`src/abac_pkg.sv`:
```
// Package for the alpha bounding-box autocrop block.
// Holds field widths, CSR indexes, mode bit positions, the config struct and
// the pad clamp. No dependencies.
package abac_pkg;

   // Default largest frame dimension tracked
   localparam int MAX_DIM_DEFAULT = 8192;

   // Field widths
   localparam int ALPHA_W    = 13;
   localparam int THR_W      = 12;
   localparam int PAD_W      = 13;
   localparam int MODE_W     = 5;
   localparam int SIZE_W     = 14;
   localparam int MARGIN_W   = 15;
   localparam int SHIFT_W    = 27;
   localparam int SHIFT_BITS = 11;
   localparam int CSR_IDX_W  = 3;
   localparam int CSR_DATA_W = 14;

   // Padding is held to +/- this many pixels
   localparam int PAD_LIMIT = 4000;

   // Register reset values
   localparam logic [THR_W-1:0]  THR_RESET      = '0;
   localparam logic [MODE_W-1:0] MODE_RESET     = 5'h1F;
   localparam logic [SIZE_W-1:0] MAX_SIZE_RESET = 14'd4096;

   // Mode bit positions
   localparam int MODE_CENTER = 0;
   localparam int MODE_TOP    = 1;
   localparam int MODE_BOTTOM = 2;
   localparam int MODE_LEFT   = 3;
   localparam int MODE_RIGHT  = 4;

   // Register indexes
   typedef enum logic [CSR_IDX_W-1:0] {
      CSR_THRESHOLD  = 3'd0,
      CSR_PAD_TOP    = 3'd1,
      CSR_PAD_BOTTOM = 3'd2,
      CSR_PAD_LEFT   = 3'd3,
      CSR_PAD_RIGHT  = 3'd4,
      CSR_MODE       = 3'd5,
      CSR_MAX_WIDTH  = 3'd6,
      CSR_MAX_HEIGHT = 3'd7
   } csr_index_type;

   // Configuration registers as one bundle
   typedef struct packed {
      logic        [THR_W-1:0]  threshold;
      logic signed [PAD_W-1:0]  pad_top;
      logic signed [PAD_W-1:0]  pad_bottom;
      logic signed [PAD_W-1:0]  pad_left;
      logic signed [PAD_W-1:0]  pad_right;
      logic        [MODE_W-1:0] mode;
      logic        [SIZE_W-1:0] max_width;
      logic        [SIZE_W-1:0] max_height;
   } cfg_type;

   // Clamp a raw pad value into the legal padding range
   function automatic logic signed [PAD_W-1:0] pad_clamp(input logic signed [PAD_W-1:0] raw);
      logic signed [PAD_W-1:0] lim_hi;
      logic signed [PAD_W-1:0] lim_lo;
      lim_hi = PAD_W'(PAD_LIMIT);
      lim_lo = PAD_W'(-PAD_LIMIT);
      if (raw > lim_hi) begin
         return lim_hi;
      end else if (raw < lim_lo) begin
         return lim_lo;
      end
      return raw;
   endfunction

endpackage

```
`src/abac_track.sv`:
```
// Pixel tracker: counts columns and rows, keeps the content bounding box and
// emits a frame summary register at end of frame. Uses abac_pkg.
module abac_track #(
   parameter int MAX_DIM = abac_pkg::MAX_DIM_DEFAULT
) (
   input  logic                             clock,
   input  logic                             reset,
   input  logic                             req_valid,
   output logic                             req_ready,
   input  logic [abac_pkg::ALPHA_W-1:0]     req_alpha,
   input  logic                             req_end_of_row,
   input  logic                             req_end_of_frame,
   input  logic [abac_pkg::THR_W-1:0]       threshold,
   output logic                             sum_valid,
   input  logic                             sum_ready,
   output logic [$clog2(MAX_DIM+1)-1:0]     sum_width,
   output logic [$clog2(MAX_DIM+1)-1:0]     sum_height,
   output logic [$clog2(MAX_DIM)-1:0]       sum_min_col,
   output logic [$clog2(MAX_DIM)-1:0]       sum_max_col,
   output logic [$clog2(MAX_DIM)-1:0]       sum_min_row,
   output logic [$clog2(MAX_DIM)-1:0]       sum_max_row,
   output logic                             sum_any
);
   localparam int CNTW = $clog2(MAX_DIM + 1);
   localparam int CW   = $clog2(MAX_DIM);
   localparam logic [CNTW-1:0] DIM_LIMIT = CNTW'(MAX_DIM);

   logic [CNTW-1:0] col_ff, row_ff, fw_ff;
   logic [CW-1:0]   min_col_ff, max_col_ff, min_row_ff, max_row_ff;
   logic            any_ff;
   logic            sum_valid_ff;

   logic [CNTW-1:0] col_in, frame_w, height;
   logic [CW-1:0]   col_idx, row_idx;
   logic [CW-1:0]   min_col_in, max_col_in, min_row_in, max_row_in;
   logic            accept, col_ok, row_ok, hit;

   assign req_ready = !sum_valid_ff || sum_ready;
   assign accept    = req_valid && req_ready;
   assign sum_valid = sum_valid_ff;

   // Classify the pixel and fold it into the box
   assign col_ok  = col_ff < DIM_LIMIT;
   assign row_ok  = row_ff < DIM_LIMIT;
   assign hit     = col_ok && row_ok && (req_alpha > {1'b0, threshold});
   assign col_idx = col_ff[CW-1:0];
   assign row_idx = row_ff[CW-1:0];

   assign min_col_in = (hit && col_idx < min_col_ff) ? col_idx : min_col_ff;
   assign max_col_in = (hit && col_idx > max_col_ff) ? col_idx : max_col_ff;
   assign min_row_in = (hit && row_idx < min_row_ff) ? row_idx : min_row_ff;
   assign max_row_in = (hit && row_idx > max_row_ff) ? row_idx : max_row_ff;

   // Advance the column, saturating at the frame limit
   assign col_in  = col_ok ? col_ff + CNTW'(1) : col_ff;
   assign frame_w = (col_in > fw_ff) ? col_in : fw_ff;
   assign height  = row_ok ? row_ff + CNTW'(1) : DIM_LIMIT;

   // Hold frame state; clear it when the last pixel of a frame is accepted
   always_ff @(posedge clock) begin
      if (reset) begin
         col_ff       <= '0;
         row_ff       <= '0;
         fw_ff        <= '0;
         min_col_ff   <= '1;
         max_col_ff   <= '0;
         min_row_ff   <= '1;
         max_row_ff   <= '0;
         any_ff       <= 1'b0;
         sum_valid_ff <= 1'b0;
      end else begin
         if (accept && req_end_of_frame) begin
            sum_valid_ff <= 1'b1;
         end else if (sum_ready) begin
            sum_valid_ff <= 1'b0;
         end
         if (accept) begin
            if (req_end_of_frame) begin
               col_ff     <= '0;
               row_ff     <= '0;
               fw_ff      <= '0;
               min_col_ff <= '1;
               max_col_ff <= '0;
               min_row_ff <= '1;
               max_row_ff <= '0;
               any_ff     <= 1'b0;
            end else begin
               min_col_ff <= min_col_in;
               max_col_ff <= max_col_in;
               min_row_ff <= min_row_in;
               max_row_ff <= max_row_in;
               any_ff     <= any_ff || hit;
               if (req_end_of_row) begin
                  fw_ff  <= frame_w;
                  col_ff <= '0;
                  row_ff <= row_ok ? row_ff + CNTW'(1) : row_ff;
               end else begin
                  col_ff <= col_in;
               end
            end
         end
      end
   end

   // Load the frame summary on the last pixel
   always_ff @(posedge clock) begin
      if (accept && req_end_of_frame) begin
         sum_width   <= frame_w;
         sum_height  <= height;
         sum_min_col <= min_col_in;
         sum_max_col <= max_col_in;
         sum_min_row <= min_row_in;
         sum_max_row <= max_row_in;
         sum_any     <= any_ff || hit;
      end
   end

endmodule

```
`src/abac_edge.sv`:
```
// Edge stage: picks each side from the box or the frame edge, adds padding,
// and registers raw margins, sizes and overshoot. Uses abac_pkg.
module abac_edge #(
   parameter int MAX_DIM = abac_pkg::MAX_DIM_DEFAULT
) (
   input  logic                                    clock,
   input  logic                                    reset,
   input  abac_pkg::cfg_type                       cfg,
   input  logic                                    in_valid,
   output logic                                    in_ready,
   input  logic [$clog2(MAX_DIM+1)-1:0]            in_width,
   input  logic [$clog2(MAX_DIM+1)-1:0]            in_height,
   input  logic [$clog2(MAX_DIM)-1:0]              in_min_col,
   input  logic [$clog2(MAX_DIM)-1:0]              in_max_col,
   input  logic [$clog2(MAX_DIM)-1:0]              in_min_row,
   input  logic [$clog2(MAX_DIM)-1:0]              in_max_row,
   input  logic                                    in_any,
   output logic                                    out_valid,
   input  logic                                    out_ready,
   output logic                                    out_blank,
   output logic signed [(($clog2(MAX_DIM+1) > abac_pkg::PAD_W) ?
                         $clog2(MAX_DIM+1) : abac_pkg::PAD_W) + 2:0] out_left,
   output logic signed [(($clog2(MAX_DIM+1) > abac_pkg::PAD_W) ?
                         $clog2(MAX_DIM+1) : abac_pkg::PAD_W) + 2:0] out_top,
   output logic signed [(($clog2(MAX_DIM+1) > abac_pkg::PAD_W) ?
                         $clog2(MAX_DIM+1) : abac_pkg::PAD_W) + 2:0] out_right,
   output logic signed [(($clog2(MAX_DIM+1) > abac_pkg::PAD_W) ?
                         $clog2(MAX_DIM+1) : abac_pkg::PAD_W) + 2:0] out_bottom,
   output logic signed [(($clog2(MAX_DIM+1) > abac_pkg::PAD_W) ?
                         $clog2(MAX_DIM+1) : abac_pkg::PAD_W) + 2:0] out_sum_w,
   output logic signed [(($clog2(MAX_DIM+1) > abac_pkg::PAD_W) ?
                         $clog2(MAX_DIM+1) : abac_pkg::PAD_W) + 2:0] out_sum_h,
   output logic signed [(($clog2(MAX_DIM+1) > abac_pkg::PAD_W) ?
                         $clog2(MAX_DIM+1) : abac_pkg::PAD_W) + 2:0] out_over_w,
   output logic signed [(($clog2(MAX_DIM+1) > abac_pkg::PAD_W) ?
                         $clog2(MAX_DIM+1) : abac_pkg::PAD_W) + 2:0] out_over_h
);
   localparam int CNTW = $clog2(MAX_DIM + 1);
   localparam int SW   = ((CNTW > abac_pkg::PAD_W) ? CNTW : abac_pkg::PAD_W) + 3;
   localparam logic signed [SW-1:0] ZERO_S = '0;
   localparam logic signed [SW-1:0] ONE_S  = SW'(1);

   logic                 valid_ff;
   logic                 load, blank_in, searching;
   logic signed [SW-1:0] w_s, h_s, pt, pb, pl, pr;
   logic signed [SW-1:0] l_s, t_s, r_s, b_s;
   logic signed [SW-1:0] left_in, top_in, right_in, bottom_in;
   logic signed [SW-1:0] sum_w_in, sum_h_in;

   assign in_ready  = !valid_ff || out_ready;
   assign load      = in_valid && in_ready;
   assign out_valid = valid_ff;

   // Widen sizes and clamp the pads
   assign w_s = SW'(in_width);
   assign h_s = SW'(in_height);
   assign pt  = SW'(abac_pkg::pad_clamp(cfg.pad_top));
   assign pb  = SW'(abac_pkg::pad_clamp(cfg.pad_bottom));
   assign pl  = SW'(abac_pkg::pad_clamp(cfg.pad_left));
   assign pr  = SW'(abac_pkg::pad_clamp(cfg.pad_right));

   // Blank when padding swallows the frame or a search found nothing
   assign searching = cfg.mode[abac_pkg::MODE_RIGHT:abac_pkg::MODE_TOP] != '0;
   assign blank_in  = ((w_s + pl + pr) <= ZERO_S) || ((h_s + pt + pb) <= ZERO_S) ||
                      (searching && !in_any);

   // Select each side from the box or the frame edge
   assign t_s = cfg.mode[abac_pkg::MODE_TOP]    ? SW'(in_min_row) : ZERO_S;
   assign b_s = cfg.mode[abac_pkg::MODE_BOTTOM] ? SW'(in_max_row) : h_s - ONE_S;
   assign l_s = cfg.mode[abac_pkg::MODE_LEFT]   ? SW'(in_min_col) : ZERO_S;
   assign r_s = cfg.mode[abac_pkg::MODE_RIGHT]  ? SW'(in_max_col) : w_s - ONE_S;

   // Raw margins, resulting sizes and overshoot past the size limit
   assign left_in   = pl - l_s;
   assign top_in    = pt - t_s;
   assign right_in  = r_s + ONE_S - w_s + pr;
   assign bottom_in = b_s + ONE_S - h_s + pb;
   assign sum_w_in  = pl + pr + (r_s + ONE_S - l_s);
   assign sum_h_in  = pt + pb + (b_s + ONE_S - t_s);

   always_ff @(posedge clock) begin
      if (reset) begin
         valid_ff <= 1'b0;
      end else if (in_ready) begin
         valid_ff <= in_valid;
      end
   end

   always_ff @(posedge clock) begin
      if (load) begin
         out_blank  <= blank_in;
         out_left   <= left_in;
         out_top    <= top_in;
         out_right  <= right_in;
         out_bottom <= bottom_in;
         out_sum_w  <= sum_w_in;
         out_sum_h  <= sum_h_in;
         out_over_w <= sum_w_in - SW'(cfg.max_width);
         out_over_h <= sum_h_in - SW'(cfg.max_height);
      end
   end

endmodule

```
`src/abac_fit.sv`:
```
// Fit stage: trims overshoot half from each side, forms sizes, blank flag and
// center shift, and holds the result register. Uses abac_pkg.
module abac_fit #(
   parameter int MAX_DIM = abac_pkg::MAX_DIM_DEFAULT
) (
   input  logic                                    clock,
   input  logic                                    reset,
   input  abac_pkg::cfg_type                       cfg,
   input  logic                                    in_valid,
   output logic                                    in_ready,
   input  logic                                    in_blank,
   input  logic signed [(($clog2(MAX_DIM+1) > abac_pkg::PAD_W) ?
                         $clog2(MAX_DIM+1) : abac_pkg::PAD_W) + 2:0] in_left,
   input  logic signed [(($clog2(MAX_DIM+1) > abac_pkg::PAD_W) ?
                         $clog2(MAX_DIM+1) : abac_pkg::PAD_W) + 2:0] in_top,
   input  logic signed [(($clog2(MAX_DIM+1) > abac_pkg::PAD_W) ?
                         $clog2(MAX_DIM+1) : abac_pkg::PAD_W) + 2:0] in_right,
   input  logic signed [(($clog2(MAX_DIM+1) > abac_pkg::PAD_W) ?
                         $clog2(MAX_DIM+1) : abac_pkg::PAD_W) + 2:0] in_bottom,
   input  logic signed [(($clog2(MAX_DIM+1) > abac_pkg::PAD_W) ?
                         $clog2(MAX_DIM+1) : abac_pkg::PAD_W) + 2:0] in_sum_w,
   input  logic signed [(($clog2(MAX_DIM+1) > abac_pkg::PAD_W) ?
                         $clog2(MAX_DIM+1) : abac_pkg::PAD_W) + 2:0] in_sum_h,
   input  logic signed [(($clog2(MAX_DIM+1) > abac_pkg::PAD_W) ?
                         $clog2(MAX_DIM+1) : abac_pkg::PAD_W) + 2:0] in_over_w,
   input  logic signed [(($clog2(MAX_DIM+1) > abac_pkg::PAD_W) ?
                         $clog2(MAX_DIM+1) : abac_pkg::PAD_W) + 2:0] in_over_h,
   output logic                                    rsp_valid,
   input  logic                                    rsp_ready,
   output logic                                    rsp_blank,
   output logic signed [abac_pkg::MARGIN_W-1:0]    rsp_margin_left,
   output logic signed [abac_pkg::MARGIN_W-1:0]    rsp_margin_top,
   output logic signed [abac_pkg::MARGIN_W-1:0]    rsp_margin_right,
   output logic signed [abac_pkg::MARGIN_W-1:0]    rsp_margin_bottom,
   output logic [abac_pkg::SIZE_W-1:0]             rsp_new_width,
   output logic [abac_pkg::SIZE_W-1:0]             rsp_new_height,
   output logic signed [abac_pkg::SHIFT_W-1:0]     rsp_center_shift_x,
   output logic signed [abac_pkg::SHIFT_W-1:0]     rsp_center_shift_y
);
   localparam int CNTW = $clog2(MAX_DIM + 1);
   localparam int SW   = ((CNTW > abac_pkg::PAD_W) ? CNTW : abac_pkg::PAD_W) + 3;
   localparam int SHL  = abac_pkg::SHIFT_W - abac_pkg::SHIFT_BITS;
   localparam logic signed [SW-1:0] ZERO_S = '0;
   localparam logic signed [SW-1:0] ONE_S  = SW'(1);

   logic                 valid_ff;
   logic                 load, over_x, over_y, blank_in, shift_on;
   logic signed [SW-1:0] cut_x, cut_y;
   logic signed [SW-1:0] left_in, right_in, top_in, bottom_in;
   logic signed [SW-1:0] width_in, height_in, diff_x, diff_y;

   assign in_ready  = !valid_ff || rsp_ready;
   assign load      = in_valid && in_ready;
   assign rsp_valid = valid_ff;

   // Trim overshoot: smaller half from left/top, larger half from right/bottom
   assign over_x    = in_over_w > ZERO_S;
   assign over_y    = in_over_h > ZERO_S;
   assign cut_x     = over_x ? in_over_w : ZERO_S;
   assign cut_y     = over_y ? in_over_h : ZERO_S;
   assign left_in   = in_left - (cut_x >>> 1);
   assign right_in  = in_right - ((cut_x + (over_x ? ONE_S : ZERO_S)) >>> 1);
   assign top_in    = in_top - (cut_y >>> 1);
   assign bottom_in = in_bottom - ((cut_y + (over_y ? ONE_S : ZERO_S)) >>> 1);
   assign width_in  = in_sum_w - cut_x;
   assign height_in = in_sum_h - cut_y;

   // Blank on an empty result size too
   assign blank_in = in_blank || (width_in <= ZERO_S) || (height_in <= ZERO_S);
   assign shift_on = !cfg.mode[abac_pkg::MODE_CENTER];
   assign diff_x   = left_in - right_in;
   assign diff_y   = top_in - bottom_in;

   always_ff @(posedge clock) begin
      if (reset) begin
         valid_ff <= 1'b0;
      end else if (in_ready) begin
         valid_ff <= in_valid;
      end
   end

   // Load the result beat; a blank result zeroes every other field
   always_ff @(posedge clock) begin
      if (load) begin
         rsp_blank <= blank_in;
         if (blank_in) begin
            rsp_margin_left    <= '0;
            rsp_margin_top     <= '0;
            rsp_margin_right   <= '0;
            rsp_margin_bottom  <= '0;
            rsp_new_width      <= '0;
            rsp_new_height     <= '0;
            rsp_center_shift_x <= '0;
            rsp_center_shift_y <= '0;
         end else begin
            rsp_margin_left   <= left_in[abac_pkg::MARGIN_W-1:0];
            rsp_margin_top    <= top_in[abac_pkg::MARGIN_W-1:0];
            rsp_margin_right  <= right_in[abac_pkg::MARGIN_W-1:0];
            rsp_margin_bottom <= bottom_in[abac_pkg::MARGIN_W-1:0];
            rsp_new_width     <= width_in[abac_pkg::SIZE_W-1:0];
            rsp_new_height    <= height_in[abac_pkg::SIZE_W-1:0];
            if (shift_on) begin
               rsp_center_shift_x <= {diff_x[SHL-1:0], {abac_pkg::SHIFT_BITS{1'b0}}};
               rsp_center_shift_y <= {diff_y[SHL-1:0], {abac_pkg::SHIFT_BITS{1'b0}}};
            end else begin
               rsp_center_shift_x <= '0;
               rsp_center_shift_y <= '0;
            end
         end
      end
   end

endmodule

```
`src/alpha_bbox_autocrop_top.sv`:
```
// Top level of the alpha bounding-box autocrop block: config registers and
// the tracker, edge and fit stages. Uses abac_pkg, abac_track, abac_edge, abac_fit.
//
//   channel  dir  handshake            beat
//   req_     in   req_valid/req_ready  one pixel: alpha, end_of_row, end_of_frame
//   rsp_     out  rsp_valid/rsp_ready  one crop result per frame
//   csr_     in   csr_we               one register write, index and data
//
// One pixel is accepted per cycle while req_ready is high; a frame's result passes
// through the tracker summary, the edge stage and the result register, in that order.
// Reset clears the frame counters, the bounding box and all stage valids, and
// loads the register defaults.
// A stalled result holds in the result register while the edge stage and the
// tracker summary keep taking beats; pixels stall only once all three are full.
module alpha_bbox_autocrop_top #(
   parameter int MAX_DIM = abac_pkg::MAX_DIM_DEFAULT
) (
   input  logic                                 clock,
   input  logic                                 reset,
   input  logic                                 req_valid,
   output logic                                 req_ready,
   input  logic [abac_pkg::ALPHA_W-1:0]         req_alpha,
   input  logic                                 req_end_of_row,
   input  logic                                 req_end_of_frame,
   output logic                                 rsp_valid,
   input  logic                                 rsp_ready,
   output logic                                 rsp_blank,
   output logic signed [abac_pkg::MARGIN_W-1:0] rsp_margin_left,
   output logic signed [abac_pkg::MARGIN_W-1:0] rsp_margin_top,
   output logic signed [abac_pkg::MARGIN_W-1:0] rsp_margin_right,
   output logic signed [abac_pkg::MARGIN_W-1:0] rsp_margin_bottom,
   output logic [abac_pkg::SIZE_W-1:0]          rsp_new_width,
   output logic [abac_pkg::SIZE_W-1:0]          rsp_new_height,
   output logic signed [abac_pkg::SHIFT_W-1:0]  rsp_center_shift_x,
   output logic signed [abac_pkg::SHIFT_W-1:0]  rsp_center_shift_y,
   input  logic                                 csr_we,
   input  logic [abac_pkg::CSR_IDX_W-1:0]       csr_index,
   input  logic [abac_pkg::CSR_DATA_W-1:0]      csr_wdata
);
   localparam int CNTW = $clog2(MAX_DIM + 1);
   localparam int CW   = $clog2(MAX_DIM);
   localparam int SW   = ((CNTW > abac_pkg::PAD_W) ? CNTW : abac_pkg::PAD_W) + 3;

   abac_pkg::cfg_type cfg_ff;

   logic            sum_valid, sum_ready, sum_any;
   logic [CNTW-1:0] sum_width, sum_height;
   logic [CW-1:0]   sum_min_col, sum_max_col, sum_min_row, sum_max_row;

   logic                 edge_valid, edge_ready, edge_blank;
   logic signed [SW-1:0] edge_left, edge_top, edge_right, edge_bottom;
   logic signed [SW-1:0] edge_sum_w, edge_sum_h, edge_over_w, edge_over_h;

   // Write configuration registers
   always_ff @(posedge clock) begin
      if (reset) begin
         cfg_ff.threshold  <= abac_pkg::THR_RESET;
         cfg_ff.pad_top    <= '0;
         cfg_ff.pad_bottom <= '0;
         cfg_ff.pad_left   <= '0;
         cfg_ff.pad_right  <= '0;
         cfg_ff.mode       <= abac_pkg::MODE_RESET;
         cfg_ff.max_width  <= abac_pkg::MAX_SIZE_RESET;
         cfg_ff.max_height <= abac_pkg::MAX_SIZE_RESET;
      end else if (csr_we) begin
         unique case (csr_index)
            abac_pkg::CSR_THRESHOLD:  cfg_ff.threshold  <= csr_wdata[abac_pkg::THR_W-1:0];
            abac_pkg::CSR_PAD_TOP:    cfg_ff.pad_top    <= csr_wdata[abac_pkg::PAD_W-1:0];
            abac_pkg::CSR_PAD_BOTTOM: cfg_ff.pad_bottom <= csr_wdata[abac_pkg::PAD_W-1:0];
            abac_pkg::CSR_PAD_LEFT:   cfg_ff.pad_left   <= csr_wdata[abac_pkg::PAD_W-1:0];
            abac_pkg::CSR_PAD_RIGHT:  cfg_ff.pad_right  <= csr_wdata[abac_pkg::PAD_W-1:0];
            abac_pkg::CSR_MODE:       cfg_ff.mode       <= csr_wdata[abac_pkg::MODE_W-1:0];
            abac_pkg::CSR_MAX_WIDTH:  cfg_ff.max_width  <= csr_wdata[abac_pkg::SIZE_W-1:0];
            abac_pkg::CSR_MAX_HEIGHT: cfg_ff.max_height <= csr_wdata[abac_pkg::SIZE_W-1:0];
            default: ;
         endcase
      end
   end

   abac_track #(.MAX_DIM(MAX_DIM)) u_track (
      .clock            (clock),
      .reset            (reset),
      .req_valid        (req_valid),
      .req_ready        (req_ready),
      .req_alpha        (req_alpha),
      .req_end_of_row   (req_end_of_row),
      .req_end_of_frame (req_end_of_frame),
      .threshold        (cfg_ff.threshold),
      .sum_valid        (sum_valid),
      .sum_ready        (sum_ready),
      .sum_width        (sum_width),
      .sum_height       (sum_height),
      .sum_min_col      (sum_min_col),
      .sum_max_col      (sum_max_col),
      .sum_min_row      (sum_min_row),
      .sum_max_row      (sum_max_row),
      .sum_any          (sum_any)
   );

   abac_edge #(.MAX_DIM(MAX_DIM)) u_edge (
      .clock      (clock),
      .reset      (reset),
      .cfg        (cfg_ff),
      .in_valid   (sum_valid),
      .in_ready   (sum_ready),
      .in_width   (sum_width),
      .in_height  (sum_height),
      .in_min_col (sum_min_col),
      .in_max_col (sum_max_col),
      .in_min_row (sum_min_row),
      .in_max_row (sum_max_row),
      .in_any     (sum_any),
      .out_valid  (edge_valid),
      .out_ready  (edge_ready),
      .out_blank  (edge_blank),
      .out_left   (edge_left),
      .out_top    (edge_top),
      .out_right  (edge_right),
      .out_bottom (edge_bottom),
      .out_sum_w  (edge_sum_w),
      .out_sum_h  (edge_sum_h),
      .out_over_w (edge_over_w),
      .out_over_h (edge_over_h)
   );

   abac_fit #(.MAX_DIM(MAX_DIM)) u_fit (
      .clock              (clock),
      .reset              (reset),
      .cfg                (cfg_ff),
      .in_valid           (edge_valid),
      .in_ready           (edge_ready),
      .in_blank           (edge_blank),
      .in_left            (edge_left),
      .in_top             (edge_top),
      .in_right           (edge_right),
      .in_bottom          (edge_bottom),
      .in_sum_w           (edge_sum_w),
      .in_sum_h           (edge_sum_h),
      .in_over_w          (edge_over_w),
      .in_over_h          (edge_over_h),
      .rsp_valid          (rsp_valid),
      .rsp_ready          (rsp_ready),
      .rsp_blank          (rsp_blank),
      .rsp_margin_left    (rsp_margin_left),
      .rsp_margin_top     (rsp_margin_top),
      .rsp_margin_right   (rsp_margin_right),
      .rsp_margin_bottom  (rsp_margin_bottom),
      .rsp_new_width      (rsp_new_width),
      .rsp_new_height     (rsp_new_height),
      .rsp_center_shift_x (rsp_center_shift_x),
      .rsp_center_shift_y (rsp_center_shift_y)
   );

`ifndef ASSERT_OFF
   // A blank result carries no margins and no size
   a_blank_zero: assert property (@(posedge clock) disable iff (reset)
      rsp_valid && rsp_blank |-> rsp_new_width == '0 && rsp_new_height == '0 &&
         rsp_margin_left == '0 && rsp_margin_right == '0 &&
         rsp_margin_top == '0 && rsp_margin_bottom == '0)
      else $error("blank result with nonzero fields");

   // A kept result has a nonempty size
   a_size_nonzero: assert property (@(posedge clock) disable iff (reset)
      rsp_valid && !rsp_blank |-> rsp_new_width != '0 && rsp_new_height != '0)
      else $error("non-blank result with zero size");

   // Center shift is a whole multiple of the shift scale
   a_shift_scaled: assert property (@(posedge clock) disable iff (reset)
      rsp_valid |-> rsp_center_shift_x[abac_pkg::SHIFT_BITS-1:0] == '0 &&
         rsp_center_shift_y[abac_pkg::SHIFT_BITS-1:0] == '0)
      else $error("center shift not scaled");

   // Nothing comes out of the pipeline right after reset
   a_reset_empty: assert property (@(posedge clock)
      $past(reset) |-> !rsp_valid && !edge_valid && !sum_valid)
      else $error("stage valid set after reset");
`endif

endmodule
```
`config.mk`:
```
export PLATFORM = sky130hd
export DESIGN_NAME = alpha_bbox_autocrop_top
export DESIGN_NICKNAME = d
export VERILOG_FILES = /design/src/abac_pkg.sv /design/src/abac_track.sv /design/src/abac_edge.sv /design/src/abac_fit.sv /design/src/alpha_bbox_autocrop_top.sv
export SDC_FILE = /design/constraint.sdc
export NUM_CORES = 2
export LEC_CHECK = 0
export ABC_AREA = 1
export ABC_CLOCK_PERIOD_IN_PS = 11100
export BUFFER_PORTS_ARGS = -buffer_cell sky130_fd_sc_hd__buf_2
export CORE_MARGIN = 2
export CORE_UTILIZATION = 25
export DETAILED_ROUTE_END_ITERATION = 16
export SYNTH_ARGS = -nofsm -noshare
export SYNTH_HDL_FRONTEND = slang
export SYNTH_SLANG_ARGS = --single-unit
```
`constraint.sdc`:
```
create_clock -name clock -period 11.1 [get_ports clock]
set_input_delay 1.665 -clock clock [delete_from_list [all_inputs] [get_ports clock]]
set_output_delay 1.665 -clock clock [all_outputs]
set_load 0.02 [all_outputs]
```
==> impl_metrics.xml <==
<?xml version="1.0" encoding="UTF-8"?>
<metrics>
  <group name="run_status">
    <metric name="status" unit="">finished clean</metric>
  </group>
  <group name="global_route">
    <metric name="largest_net_degree_at_the_start_of_global_routing" unit="">98</metric>
    <metric name="use_met2" unit="%">21.70</metric>
    <metric name="global_route_wire_length_before_repair" unit="um">167600</metric>
    <metric name="antenna_found_initial" unit="">17</metric>
    <metric name="grt.total_usage" unit="%">13.44</metric>
    <metric name="grt.busiest_layer" unit="">met2</metric>
    <metric name="globalRouteOverflowTotal" unit="">0</metric>
    <metric name="grt_util_met1" unit="%">18.44</metric>
    <metric name="grt_pass1_vias" unit="">30530</metric>
    <metric name="met3_usage" unit="%">2.119</metric>
  </group>
  <group name="synthesis">
    <metric name="post_synth_instance_area" unit="mm2">0.03875</metric>
    <metric name="syn_avg_cell_area" unit="um2">8.169</metric>
    <metric name="synth_largest_type_area_fraction" unit="%">25.80</metric>
    <metric name="distinct_cell_type_count_of_the_synthesized_netlist" unit="">63</metric>
    <metric name="synth_cells" unit="">4744</metric>
    <metric name="yosysSeqAreaShare" unit="%">35.88</metric>
    <metric name="synth_adder_area_share" unit="%">17.69</metric>
    <metric name="synth_xor_xnor_area_share" unit="%">7.187</metric>
    <metric name="netlist.top_cell.by_area" unit="">edfxtp_1</metric>
    <metric name="synthMuxAreaShare" unit="%">0</metric>
    <metric name="yosys.area_share.simple" unit="%">17.09</metric>
    <metric name="synth_flop_cell" unit="">edfxtp_1</metric>
    <metric name="async_flop_share" unit="%">0</metric>
    <metric name="synth_seq_cells" unit="">528</metric>
    <metric name="synth_top_family_by_area" unit="">adder cells</metric>
    <metric name="synth_area_leaders" unit="">edfxtp_1 26%, ha_1 13%, dfxtp_1 10%, nand2_1 7.6%, inv_1 7.4%</metric>
    <metric name="synth-edff-count" unit="">333</metric>
    <metric name="yosysWarnings" unit="">0</metric>
    <metric name="synth_compound_gate_area_share" unit="%">13.09</metric>
  </group>
  <group name="placed_design">
    <metric name="dpl_worst_slack" unit="ps">4592</metric>
    <metric name="gpl.final_weighted_congestion" unit="">0.9159</metric>
    <metric name="io_port_bufs" unit="">159</metric>
    <metric name="detailedPlacementHpwl" unit="um">88710</metric>
  </group>
  <group name="worst_setup_path">
    <metric name="crit_type" unit="">reg2reg</metric>
    <metric name="worst_r2r_path_depth" unit="">38</metric>
    <metric name="regToRegSetupSlack" unit="ps">4590</metric>
    <metric name="path_depth" unit="">38</metric>
    <metric name="timing.rr.start" unit="">cfg_ff[75]</metric>
    <metric name="worst_setup_path_end_kind" unit="">flop</metric>
    <metric name="critical_path.startpoint" unit="">cfg_ff[75]</metric>
    <metric name="start_kind" unit="">flop</metric>
    <metric name="worst-endpoint-required" unit="ps">11540</metric>
    <metric name="crit_path_max_incr_delay" unit="ps">450</metric>
    <metric name="cp.arrival" unit="ps">6960</metric>
    <metric name="critPathBufInv" unit="">7</metric>
    <metric name="worstSetupEndpoint" unit="">u_edge.out_over_h[16]</metric>
    <metric name="peak_fanout_along_the_critical_path" unit="">5</metric>
    <metric name="r2r_end" unit="">u_edge.out_over_h[16]</metric>
    <metric name="cpLargestDelayFamily" unit="">compound AO/OA/AOI/OAI gates</metric>
    <metric name="critical-path-slowest-cell" unit="">fa_1</metric>
  </group>
  <group name="floorplanning">
    <metric name="die_height" unit="um">397.7</metric>
    <metric name="die_area" unit="mm2">0.1582</metric>
    <metric name="floorplan.initialDensity" unit="%">25.16</metric>
    <metric name="core_area" unit="mm2">0.1540</metric>
    <metric name="io_pins" unit="">182</metric>
    <metric name="num_rows" unit="">144</metric>
    <metric name="die_w" unit="um">397.7</metric>
  </group>
  <group name="clocking">
    <metric name="ctsResizeCount" unit="">0</metric>
    <metric name="htree_num_levels" unit="">2</metric>
    <metric name="clk_pin_slew_worst_paths" unit="ps">60</metric>
    <metric name="max-clock-path-buffers" unit="">3</metric>
    <metric name="post_cts_buffers" unit="">0</metric>
    <metric name="insertion_delay" unit="ps">710</metric>
    <metric name="tritoncts_num_sinks" unit="">528</metric>
    <metric name="tritoncts" unit="">done</metric>
    <metric name="holdBufCountCts" unit="">0</metric>
    <metric name="ctsRootBufferMaster" unit="">clkbuf_16</metric>
    <metric name="cts_inserted_buffers" unit="">61</metric>
  </group>
  <group name="finish">
    <metric name="final.fill_count" unit="">16440</metric>
    <metric name="nets" unit="">5398</metric>
    <metric name="final_cell_mix" unit="">783 x nand2_1, 760 x inv_1, 446 x a21oi_1, 391 x ha_1, 390 x nor2_1</metric>
    <metric name="syn2layout_area_growth" unit="%">13.00</metric>
    <metric name="mostFrequentLayoutCell" unit="">nand2_1</metric>
    <metric name="sequential_cell_area" unit="mm2">0.01390</metric>
    <metric name="share_of_cells_above_drive_strength_1" unit="%">7.168</metric>
    <metric name="multi_input_area" unit="mm2">0.02144</metric>
  </group>
  <group name="timing">
    <metric name="grt_setup_unrepaired" unit="">no</metric>
    <metric name="fmax" unit="MHz">153.5</metric>
    <metric name="finalSetupViolations" unit="">0</metric>
    <metric name="setup_slack" unit="ps">4587</metric>
    <metric name="finalSetupTns" unit="ps">0</metric>
    <metric name="final.min_clock_period" unit="ps">6513</metric>
    <metric name="final-max-slew-violation-count" unit="">0</metric>
    <metric name="transition_at_the_pin_with_the_smallest_max_transition_slack" unit="ps">1127</metric>
    <metric name="slew-limit-headroom" unit="%">24.68</metric>
    <metric name="period_share" unit="%">58.68</metric>
    <metric name="hold_violations" unit="">0</metric>
    <metric name="finalClockSkew" unit="ps">95.01</metric>
  </group>
  <group name="drt">
    <metric name="routed-via-count" unit="">31370</metric>
    <metric name="totalWireLength" unit="um">109100</metric>
    <metric name="post_drt_wl_per_cell" unit="um">15.65</metric>
    <metric name="remaining_drc_errors" unit="">0</metric>
    <metric name="number_of_detailed_route_iterations_in_the_first_pass" unit="">5</metric>
    <metric name="detail_route.vias_per_cell" unit="">4.499</metric>
    <metric name="first_iter_violations" unit="">2065</metric>
    <metric name="postRouteAntennaNets" unit="">0</metric>
  </group>
  <group name="power">
    <metric name="power.density_cell_area" unit="mW/mm2">167.9</metric>
    <metric name="cellLeakagePower" unit="nW">19.60</metric>
    <metric name="ir_worst_vdd" unit="uV">151.6</metric>
  </group>
  <group name="job">
    <metric name="max_cap_violations" unit="">0</metric>
  </group>
  <group name="worst_hold_path">
    <metric name="worst_hold_path_type" unit="">reg2reg</metric>
  </group>
</metrics>
area by class of cell:
cell class	count	share of cell area, %
sequential	528	31.75
timing repair buffer	174	2.074
tap	2044	5.840
inverter	769	6.600
antenna	4	0.02286
clock buffer	65	3.520
multi-input combinational	3338	48.96
clock inverter	51	1.234
worst min-delay path, cell delays in order, from the launching register on:
cell     delay (ps)
dfxtp_1         310
nand2_1          60
a21oi_1          50
metal layers:
| layer | vias up | wire length [um] | part of all wire [%] |
|---|---|---|---|
| li1 | 15950 | - | - |
| met1 | 14540 | 51120 | 47 |
| met2 | 738 | 48200 | 44 |
| met3 | 137 | 6885 | 6.3 |
| met4 | 10 | 2846 | 2.6 |
| met5 | - | 65 | 0.060 |
metrics by stage:
step	hold WS, ps	total power, W	area [um2]	std cells	util [%]
after floorplan	433.1	0.004598	38830	4765	-
after global placement	449.9	0.005244	41700	6853	27.07
after detailed placement	455.6	0.005287	41700	6853	27.07
after CTS	465.1	0.007399	43780	6969	28.42
after global routing	483.2	0.007854	43780	6969	28.42
final	464.9	0.007354	43790	6973	28.43
cells in the mapped netlist, drive strengths merged, types with 7 or more instances:
cell	count
a211oi	12
a21boi	13
a21o	19
a21oi	448
a31oi	26
buf	45
clkbuf	85
dfxtp	195
edfxtp	333
fa	98
ha	391
inv	768
nand2	785
nand3	207
nand4	47
nor2	421
nor3	59
nor4	23
o211ai	7
o21ai	346
o21bai	22
o31ai	13
or2	11
xnor2	88
xor2	230
registers in the layout (all words and copies together) (netlist names), 16 cells and up:
signal                    flops
u_edge.out_over_h            17
u_fit.rsp_center_shift_y     16
u_edge.out_over_w            17
u_edge.out_right             16
cfg_ff                       97
u_fit.rsp_center_shift_x     16
u_edge.out_sum_w             17
u_edge.out_bottom            16
u_edge.out_sum_h             17
worst min path at each step:
stage                            end                  start  depth (start not counted)
6_report       u_track.max_col_ff[6]  u_track.max_col_ff[6]                          2
5_1_grt                   cfg_ff[86]             cfg_ff[86]                          2
4_1_cts        u_track.max_col_ff[1]  u_track.max_col_ff[1]                          2
3_5_place_dp   u_track.max_col_ff[1]  u_track.max_col_ff[1]                          2
3_3_place_gp   u_track.min_row_ff[7]  u_track.min_row_ff[7]                          2
2_1_floorplan             cfg_ff[86]             cfg_ff[86]                          2
where the power goes:
| part | switching [W] | internal, W | total [W] |
|---|---|---|---|
| clock | 0.000921 | 0.00117 | 0.00209 |
| combinational | 0.00185 | 0.00106 | 0.00291 |
| sequential | 0.0000624 | 0.00229 | 0.00236 |
| total | 0.00283 | 0.00452 | 0.00735 |
cells by family (layout without fill, tap and decap cells):
kind of cell               count (synthesis)  count (layout)
xor gates and xnor gates                 318             318
buffers and inverters                    899            1059
DFF                                      528             528
and+or+nand+nor                         1571            1571
AOI/OAI and AO/OA                        938             938
other                                      1              26
adders and majority gates                489             489
Power figures use the tool's default switching activity.
